`src/hdl/cst_ram.sv`:
```
module cst_ram #(
  parameter int WIDTH = 8,
  parameter int DEPTH = 16
) (
  input  logic                     clk,
  input  logic                     we,
  input  logic [$clog2(DEPTH)-1:0] waddr,
  input  logic [WIDTH-1:0]         wdata,
  input  logic [$clog2(DEPTH)-1:0] raddr,
  output logic [WIDTH-1:0]         rdata
);
  logic [WIDTH-1:0] mem [DEPTH];

  always_ff @(posedge clk) begin
    if (we) mem[waddr] <= wdata;
    rdata <= mem[raddr];
  end
endmodule

```
`config.mk`:
```
export PLATFORM = sky130hd
export DESIGN_NAME = cst_ram
export DESIGN_NICKNAME = d
export VERILOG_FILES = /design/src/hdl/cst_ram.sv
export SDC_FILE = /design/constraint.sdc
export NUM_CORES = 1
export LEC_CHECK = 0
export BUFFER_PORTS_ARGS = -buffer_cell sky130_fd_sc_hd__buf_2
export CORE_AREA = 2 2 91 115
export DETAILED_ROUTE_END_ITERATION = 10
export DIE_AREA = 0 0 93 117
export GPL_TIMING_DRIVEN = 0
export PLACE_DENSITY_LB_ADDON = 0.2
export SETUP_SLACK_MARGIN = 0.02
export SYNTH_ARGS = -nofsm -noshare
export SYNTH_HDL_FRONTEND = slang
export SYNTH_SLANG_ARGS = --single-unit
```
`constraint.sdc`:
```
create_clock -name clk -period 1.5 [get_ports clk]
set_input_delay 0.15 -clock clk [delete_from_list [all_inputs] [get_ports clk]]
set_output_delay 0.15 -clock clk [all_outputs]
set_load 0.03 [all_outputs]
```
# Word level (Yosys, flattened, before mapping)
# Memories as Yosys holds them, arrays and structs flattened. A register that Yosys moved wholly into a read port is not among the register bits.
# Index checks and enable logic that the tools add are counted.
# Widths: inputs -> output; s select.
[word_totals] wordCells=3 ram_bits=128 register_bits=0 memories=1
[op_classes] mux=2
[mem_list] memory="mem" words=16 word_bits=8 read_ports=1 rd_clocked_by_memory_dff=1 wr=1 line_no="12" text="logic [WIDTH-1:0] mem [DEPTH];"
[ops] cell="$mux 1" n=2

# Depth between registers and ports, before layout
# Gate-level depths: netlist (run 1).
[logic_depth] ltp_word=2 mapped_depth=5

# Worst setup path after synthesis (run 1)
# OpenSTA, ideal clock, no wires.
[synth_timing] kind="input -> register" startpoint="in waddr[2]" endpoint="mem mem[0][0], enable pin" stages=2 path_buffers=0 setup_slack_ns=-0.143 arrival_time_ns=1.260 path_cell_list="or3b_2 nor3_1"
[synth_rtl] item="start: declaration" line_no="7" text="input logic [$clog2(DEPTH)-1:0] waddr,"
[synth_rtl] item="end: declaration" line_no="12"
# Straight into the memory's write port.

==> results by group, run 1 <==
Clock tree
  – Number of CTS-inserted buffers: 17
  – Bufs on Longest Clock Path: 2
  – CTS tree: done
  – CTS H-tree lvls: 4
  – CTS Hold Bufs: 0
  – Clock sink count: between 100 and 150
  – CTS root buffer: clkbuf_16
  – Clk pin slew, worst setup/hold paths: approximately 0.06 ns
  – Worst-Skew Late Latency: 0.41 ns

Pwr
  – Leakage power: ~2 nW
  – VDD IR max: ~0.85 mV
  – Sequential power share: 0.478
  – PwrDens: between 1000 and 1500 mW/mm^2
  – Clk pwr share: 0.471
  – Net Sw Frac: 0.198
  – Combinational share of power: 0.051
  – Sw Pwr: 1.77 mW
  – Internal power: between 7 and 8 mW

Place
  – Post-Place Cells: approximately 380
  – Pre-CTS setup slack: -0.440 ns
  – Port bufs: 24
  – Post-DP HPWL: slightly above 6 mm
  – Gpl congestion: roughly 0.82

Logic synthesis
  – Top cell type's share of synthesized area: 0.747
  – Main combinational cell family by area after synthesis: multiplexers
  – Synth area leader: edfxtp_1
  – Simple-Gate Fraction of Synth Area: 0.0318
  – Synthesized Nets: approximately 250
  – Syn avg cell area: about 22 sq um
  – Area share of fa/ha/maj cells after synthesis: 0
  – Post-synthesis mux area share: 0.150
  – Top post-synthesis cells by area: edfxtp_1, mux4_2, mux4_1
  – Synth Register Bits: between 100 and 150
  – Post-Syn Instances: 229
  – Register area share after synthesis: 0.778
  – Post-Syn Area: 0.00515 sq mm
  – XOR/XNOR Fraction of Synth Area: 0
  – Yosys warns: 0
  – Number of library cell types mapped by synthesis: 19
  – Compound-Gate Fraction of Synth Area: 0.0233

GRT
  – Vias in the first global route: roughly 2300
  – All-Layer GR Usage: 0.192
  – GRT overflow: 0
  – First-pass GRT wire length: 13.9 mm
  – Largest net degree at the start of global routing: 17
  – Initial antenna violation count: 0

STA
  – Final worst-path cycle share: 0.979
  – Final WS setup: roughly 0.031 ns
  – Fin Setup TNS: 0 ns
  – Hold slack final: around 0.15 ns
  – Final setup fails: 0
  – Final slew viol count: 0
  – Tightest Pin Transition: a little over 0.8 ns
  – Minimum clock period after layout: 1.47 ns
  – Unrepaired setup endpoints after global routing: false
  – Fmax: roughly 680 MHz
  – Worst rel slew slack: 0.451
  – Clock skew: between 0.004 and 0.005 ns
  – Final-report hold violation count: 0

Worst setup path
  – CP max FO: 1
  – Reg2reg end: rdata[2]
  – Critical path capture point type: flip-flop
  – R2R depth: 3
  – CP Class: flip-flop to flip-flop
  – Crit path DAT: ~1.8 ns
  – Internal reg-to-reg setup slack: roughly 0.031 ns
  – WP data required: about 1.8 ns
  – Crit path from: mem[0][2]
  – Worst Setup Start Kind: flip-flop
  – Setup crit end: rdata[2]
  – Reg2Reg Launch Point: mem[0][2]

Final layout
  – Multi-input logic area: ~0.0011 sq mm
  – Share of layout cells above drive strength 1: 0.319
  – Fillers: 723
  – Final Instance Count excl. Fillers: 414
  – Final #Nets: just under 300
  – Antenna Cells: 0
  – Area delta synth->final: 18.1%
  – FF/Latch Area: about 0.0040 sq mm

Worst hold path
  – Hold Crit Class: primary input to flip-flop
  – Min-Delay Path Depth: 1

Routing
  – WL per Instance: 23.1 microns
  – Via-to-Cell Ratio: around 5.7
  – Vias: ~2400
  – DRT iter0 DRCs: between 200 and 250
  – Remaining DRCs: 0
  – Antenna Nets Post-Route: 0
  – DR pass1 iterations: 4
  – Total Wirelength: 9.55 mm

Run
  – Max_cap viols: 0

Floorplanning
  – Ports: 26
  – Die X: 93 microns
  – Die height: 117 microns
  – Std-Cell Rows: just over 40
  – Die area: approximately 0.011 sq mm
  – Initial Utilization: 0.523
  – Core ar.: between 0.009 and 0.01 sq mm

Outcome
  – Status: complete, no violations
[stage by stage]
step                      utilization  area (sq um)  power (mW)
after floorplan                     -          5150        4.61
after global placement          0.552          5430        4.79
after detailed placement        0.552          5430        4.80
after CTS                       0.616          6070        8.98
after global routing            0.617          6080        9.18
final                           0.617          6080        8.93
[flip-flops by register name (all words and copies together) (netlist names)]
signal	flops
rdata	8
mem	128
[worst max-delay path, cell delays in order (launching register included)]
cell and delay, ns:
edfxtp_1 0.37, mux4_1 0.56, a22oi_1 0.32, nand2_1 0.10
[power groups by stage]
stage | combinational [mW] | sequential [mW] | clock (mW)
2_1_floorplan | 0.216 | 4.40 | 0
3_3_place_gp | 0.448 | 4.34 | 0
3_5_place_dp | 0.456 | 4.35 | 0
4_1_cts | 0.461 | 4.27 | 4.25
5_1_grt | 0.488 | 4.27 | 4.42
6_report | 0.457 | 4.27 | 4.20
[Yosys cell counts]
library cell / instances
nand3b_1: 2
nand2_1: 9
nor2_1: 13
a22oi_1: 16
dfxtp_1: 8
or3b_2: 1
clkdlybuf4s25_2: 3
nor2b_1: 1
and2b_1: 1
buf_4: 1
nand2b_1: 2
mux4_2: 18
mux4_1: 14
nor3_1: 4
nand3_1: 1
edfxtp_1: 128
buf_6: 3
and2_1: 1
buf_2: 3
[layout by cell type, fill, tap and decap left out, types with 4 or more instances in the layout]
| cell | Yosys | routed |
|---|---|---|
| buf_2 | 3 | 27 |
| dfxtp_1 | 8 | 8 |
| mux4_1 | 14 | 14 |
| nor3_2 | 0 | 4 |
| nor2_1 | 13 | 13 |
| nand2_1 | 9 | 9 |
| clkinvlp_4 | 0 | 4 |
| edfxtp_1 | 128 | 128 |
| clkbuf_16 | 0 | 17 |
| mux4_2 | 18 | 18 |
| a22oi_1 | 16 | 13 |
[what timing repair did]
action	CTS	global route
resized for setup	4	2
hold endpoints to repair	0	0
buffers inserted	0	0
endpoints found under the setup margin	18	2
[worst min-delay path by stage]
stage	startpoint	end
2_1_floorplan	wdata[0]	mem[0][0]
3_3_place_gp	wdata[4]	mem[2][4]
3_5_place_dp	wdata[6]	mem[6][6]
4_1_cts	wdata[6]	mem[6][6]
5_1_grt	wdata[4]	mem[2][4]
6_report	wdata[6]	mem[4][6]
[cell type report]
cell class / instances / area share
clock buffers: 20 / 0.0768
flip-flops and latches: 136 / 0.659
multi-input cells: 83 / 0.180
well taps: 129 / 0.0266
repair buffers: 24 / 0.0198
clock inverters: 12 / 0.0243
plain buffers: 10 / 0.0142
[per-layer routing]
layer | part of all wire | track usage | up-vias | routed length (microns)
met2 | 0.51 | 0.300 | 86 | 4870
met5 | 0 | 0 | - | 0
met3 | 0.059 | 0.0608 | 18 | 565
li1 | - | - | 1059 | -
met4 | 0.034 | 0.0990 | 0 | 325
met1 | 0.40 | 0.246 | 1201 | 3790
[cells by family after synthesis]
logic type	count (synthesis)
AOI/OAI and AO/OA	16
buffers and inverters	10
DFF	136
muxes	32
and+or+nand+nor	35
Note: power is estimated with default switching activity, not from simulation.
==> run 2: changes to the inputs <==
- GPL_TIMING_DRIVEN: 0 -> default
==> results by group, run 2 (same netlist as run 1, synthesis figures left out) <==
Clock tree
  – Clock sink count: 136 (unchanged)
  – CTS tree: done
  – Clk pin slew, worst setup/hold paths: 0.06 ns (about the same)
  – CTS Hold Bufs: 0 (unchanged)
  – CTS root buffer: clkbuf_16
  – CTS H-tree lvls: 4 (unchanged)
  – Post-CTS Resized: 0 (-4)
  – Worst-Skew Late Latency: 0.40 ns (about the same)
  – Bufs on Longest Clock Path: 2 (unchanged)
  – Number of CTS-inserted buffers: 17 (unchanged)
  – Buffer count from post-CTS setup fixing: 0 (unchanged)

Worst setup path
  – Crit path max-delay cell type: mux4_2
  – CP Class: flip-flop to flip-flop
  – Worst Setup Start Kind: flip-flop
  – CP max FO: 1 (unchanged)
  – Crit path DAT: 1.63 ns (-0.12 ns)
  – Internal reg-to-reg setup slack: 0.16 ns (+0.13 ns)
  – WP data required: 1.79 ns (about the same)
  – CP cell instances: mux4_2 -> a22oi_1 -> nand2_1
  – Reg2Reg Launch Point: mem[1][7]
  – Top delay family on crit path: multiplexers
  – CP peak stage delay: 0.47 ns (-0.09 ns)
  – R2R depth: 3 (unchanged)
  – CP bufs+invs: 0 (unchanged)
  – Critical path capture point type: flip-flop
  – Reg2reg end: rdata[7]
  – Critical Path Stages: 3 (unchanged)

Routing
  – DRT iter0 DRCs: 185 (-16%)
  – WL per Instance: 21.2 microns (-7.9%)
  – Via-to-Cell Ratio: 5.54 (-3.0%)
  – Remaining DRCs: 0 (unchanged)
  – Vias: 2421 (+2.4%)
  – DR pass1 iterations: 4 (unchanged)
  – Total Wirelength: 9.28 mm (-2.8%)
  – Antenna Nets Post-Route: 0 (unchanged)

Final layout
  – Multi-input logic area: 0.00106 sq mm (-2.7%)
  – Largest register FFs: 128 (unchanged)
  – Antenna Cells: 0 (unchanged)
  – Final Instance Count excl. Fillers: 437 (+5.6%)
  – Final #Nets: 313 (+7.9%)
  – Most common library cell in the layout ignoring fill and taps: edfxtp_1
  – Top Registers: mem x128, rdata x8
  – Most frequent cells in the layout: edfxtp_1, buf_4, buf_2
  – FF/Latch Area: 0.00400 sq mm (unchanged)
  – Share of layout cells above drive strength 1: 0.347 (+0.0281)
  – Biggest register: mem
  – Area delta synth->final: 22.1%
  – Fillers: 676 (-6.5%)

GRT
  – All-Layer GR Usage: 0.191 (-0.000546)
  – First-pass GRT wire length: 14.4 mm (+4.0%)
  – Vias in the first global route: 2570 (+11%)
  – Largest net degree at the start of global routing: 17 (unchanged)
  – GRT overflow: 0 (unchanged)
  – Met3 GRT Util: 0.0557 (-0.00512)
  – Met1 Use GR: 0.244 (-0.00207)
  – Initial antenna violation count: 0 (unchanged)
  – Global routing's busiest layer: met2
  – GR Layer Usage met2: 0.315 (+0.0155)

Floorplanning
  – Std-Cell Rows: 41 (unchanged)
  – Initial Utilization: 0.523 (unchanged)
  – Ports: 26 (unchanged)
  – Die height: 117 microns (unchanged)
  – Die X: 93 microns (unchanged)
  – Core ar.: 0.00985 sq mm (unchanged)
  – Die area: 0.0109 sq mm (unchanged)

Worst hold path
  – Hold Path End: mem[4][6]
  – Hold Crit Class: primary input to flip-flop
  – Min-Delay Path Depth: 1 (unchanged)
  – Hold Path Origin: wdata[6]

Pwr
  – PwrDens: 1470 mW/mm^2 (-0.16%)
  – VDD IR max: 1.01 mV (+19%)
  – Leakage power: 2.17 nW (+6.7%)

Place
  – Port bufs: 25 (+4.2%)
  – Gpl congestion: 0.751 (-8.5%)
  – Post-Place Cells: 405 (+6.0%)
  – Post-DP HPWL: 6.22 mm (+2.3%)

STA
  – Worst rel slew slack: 0.470 (+0.0195)
  – Clock skew: 0.00826 ns (+0.00364 ns)
  – Final setup fails: 0 (unchanged)
  – Final-report hold violation count: 0 (unchanged)
  – Final worst-path cycle share: 0.892 (-0.0868)
  – Tightest Pin Transition: 0.793 ns (-0.0279 ns)
  – Minimum clock period after layout: 1.34 ns (-0.130 ns)
  – Fmax: 747 MHz (+9.7%)
  – Unrepaired setup endpoints after global routing: false
  – Fin Setup TNS: 0 ns (unchanged)
  – Final slew viol count: 0 (unchanged)

Outcome
  – Status: complete, no violations

Run
  – Max_cap viols: 0 (unchanged)
## run 2: layer usage
layer / share of wire / vias to the layer above
li1: - / 1109
met1: 0.43 / 1236
met2: 0.52 / 70
met3: 0.040 / 6
met4: 0.0092 / 0
met5: 0 / -
## run 2: worst register-to-register path: stages (launching register included)
cell	delay [ns]
edfxtp_1	0.38
mux4_2	0.47
a22oi_1	0.29
nand2_1	0.08
## run 2: stage by stage
step,power [mW],hold slack [ns],setup WS (ns),instance area [sq um],util
after floorplan,4.61,0.249,0.0839,5150,-
after global placement,4.80,0.539,-0.0644,5630,0.572
after detailed placement,4.82,0.552,-0.0607,5630,0.572
after CTS,9.30,0.127,0.167,6290,0.638
after global routing,9.51,0.122,0.118,6290,0.638
final,9.22,0.122,0.162,6290,0.638
## run 2: worst max-delay path by stage
stage	start	endpoint	slack [ns]
2_1_floorplan	waddr[2]	mem[3][0]	0.08
3_3_place_gp	raddr[0]	rdata[5]	-0.06
3_5_place_dp	raddr[0]	rdata[5]	-0.06
4_1_cts	mem[2][7]	rdata[7]	0.17
5_1_grt	mem[2][7]	rdata[7]	0.12
6_report	mem[1][7]	rdata[7]	0.16
## run 2: report_power, final
group / internal (mW) / switching [mW] / total [mW]
registers: 4.25 / 0.0249 / 4.28
clock network: 3.04 / 1.45 / 4.49
logic: 0.190 / 0.265 / 0.456
## run 2: area by class of cell
cell class              count  share of cell area
repair buffers             57              0.0641
clock inverters            11              0.0311
flip-flops and latches    136               0.637
well taps                 129              0.0257
clock buffers              21              0.0732
multi-input cells          83               0.169
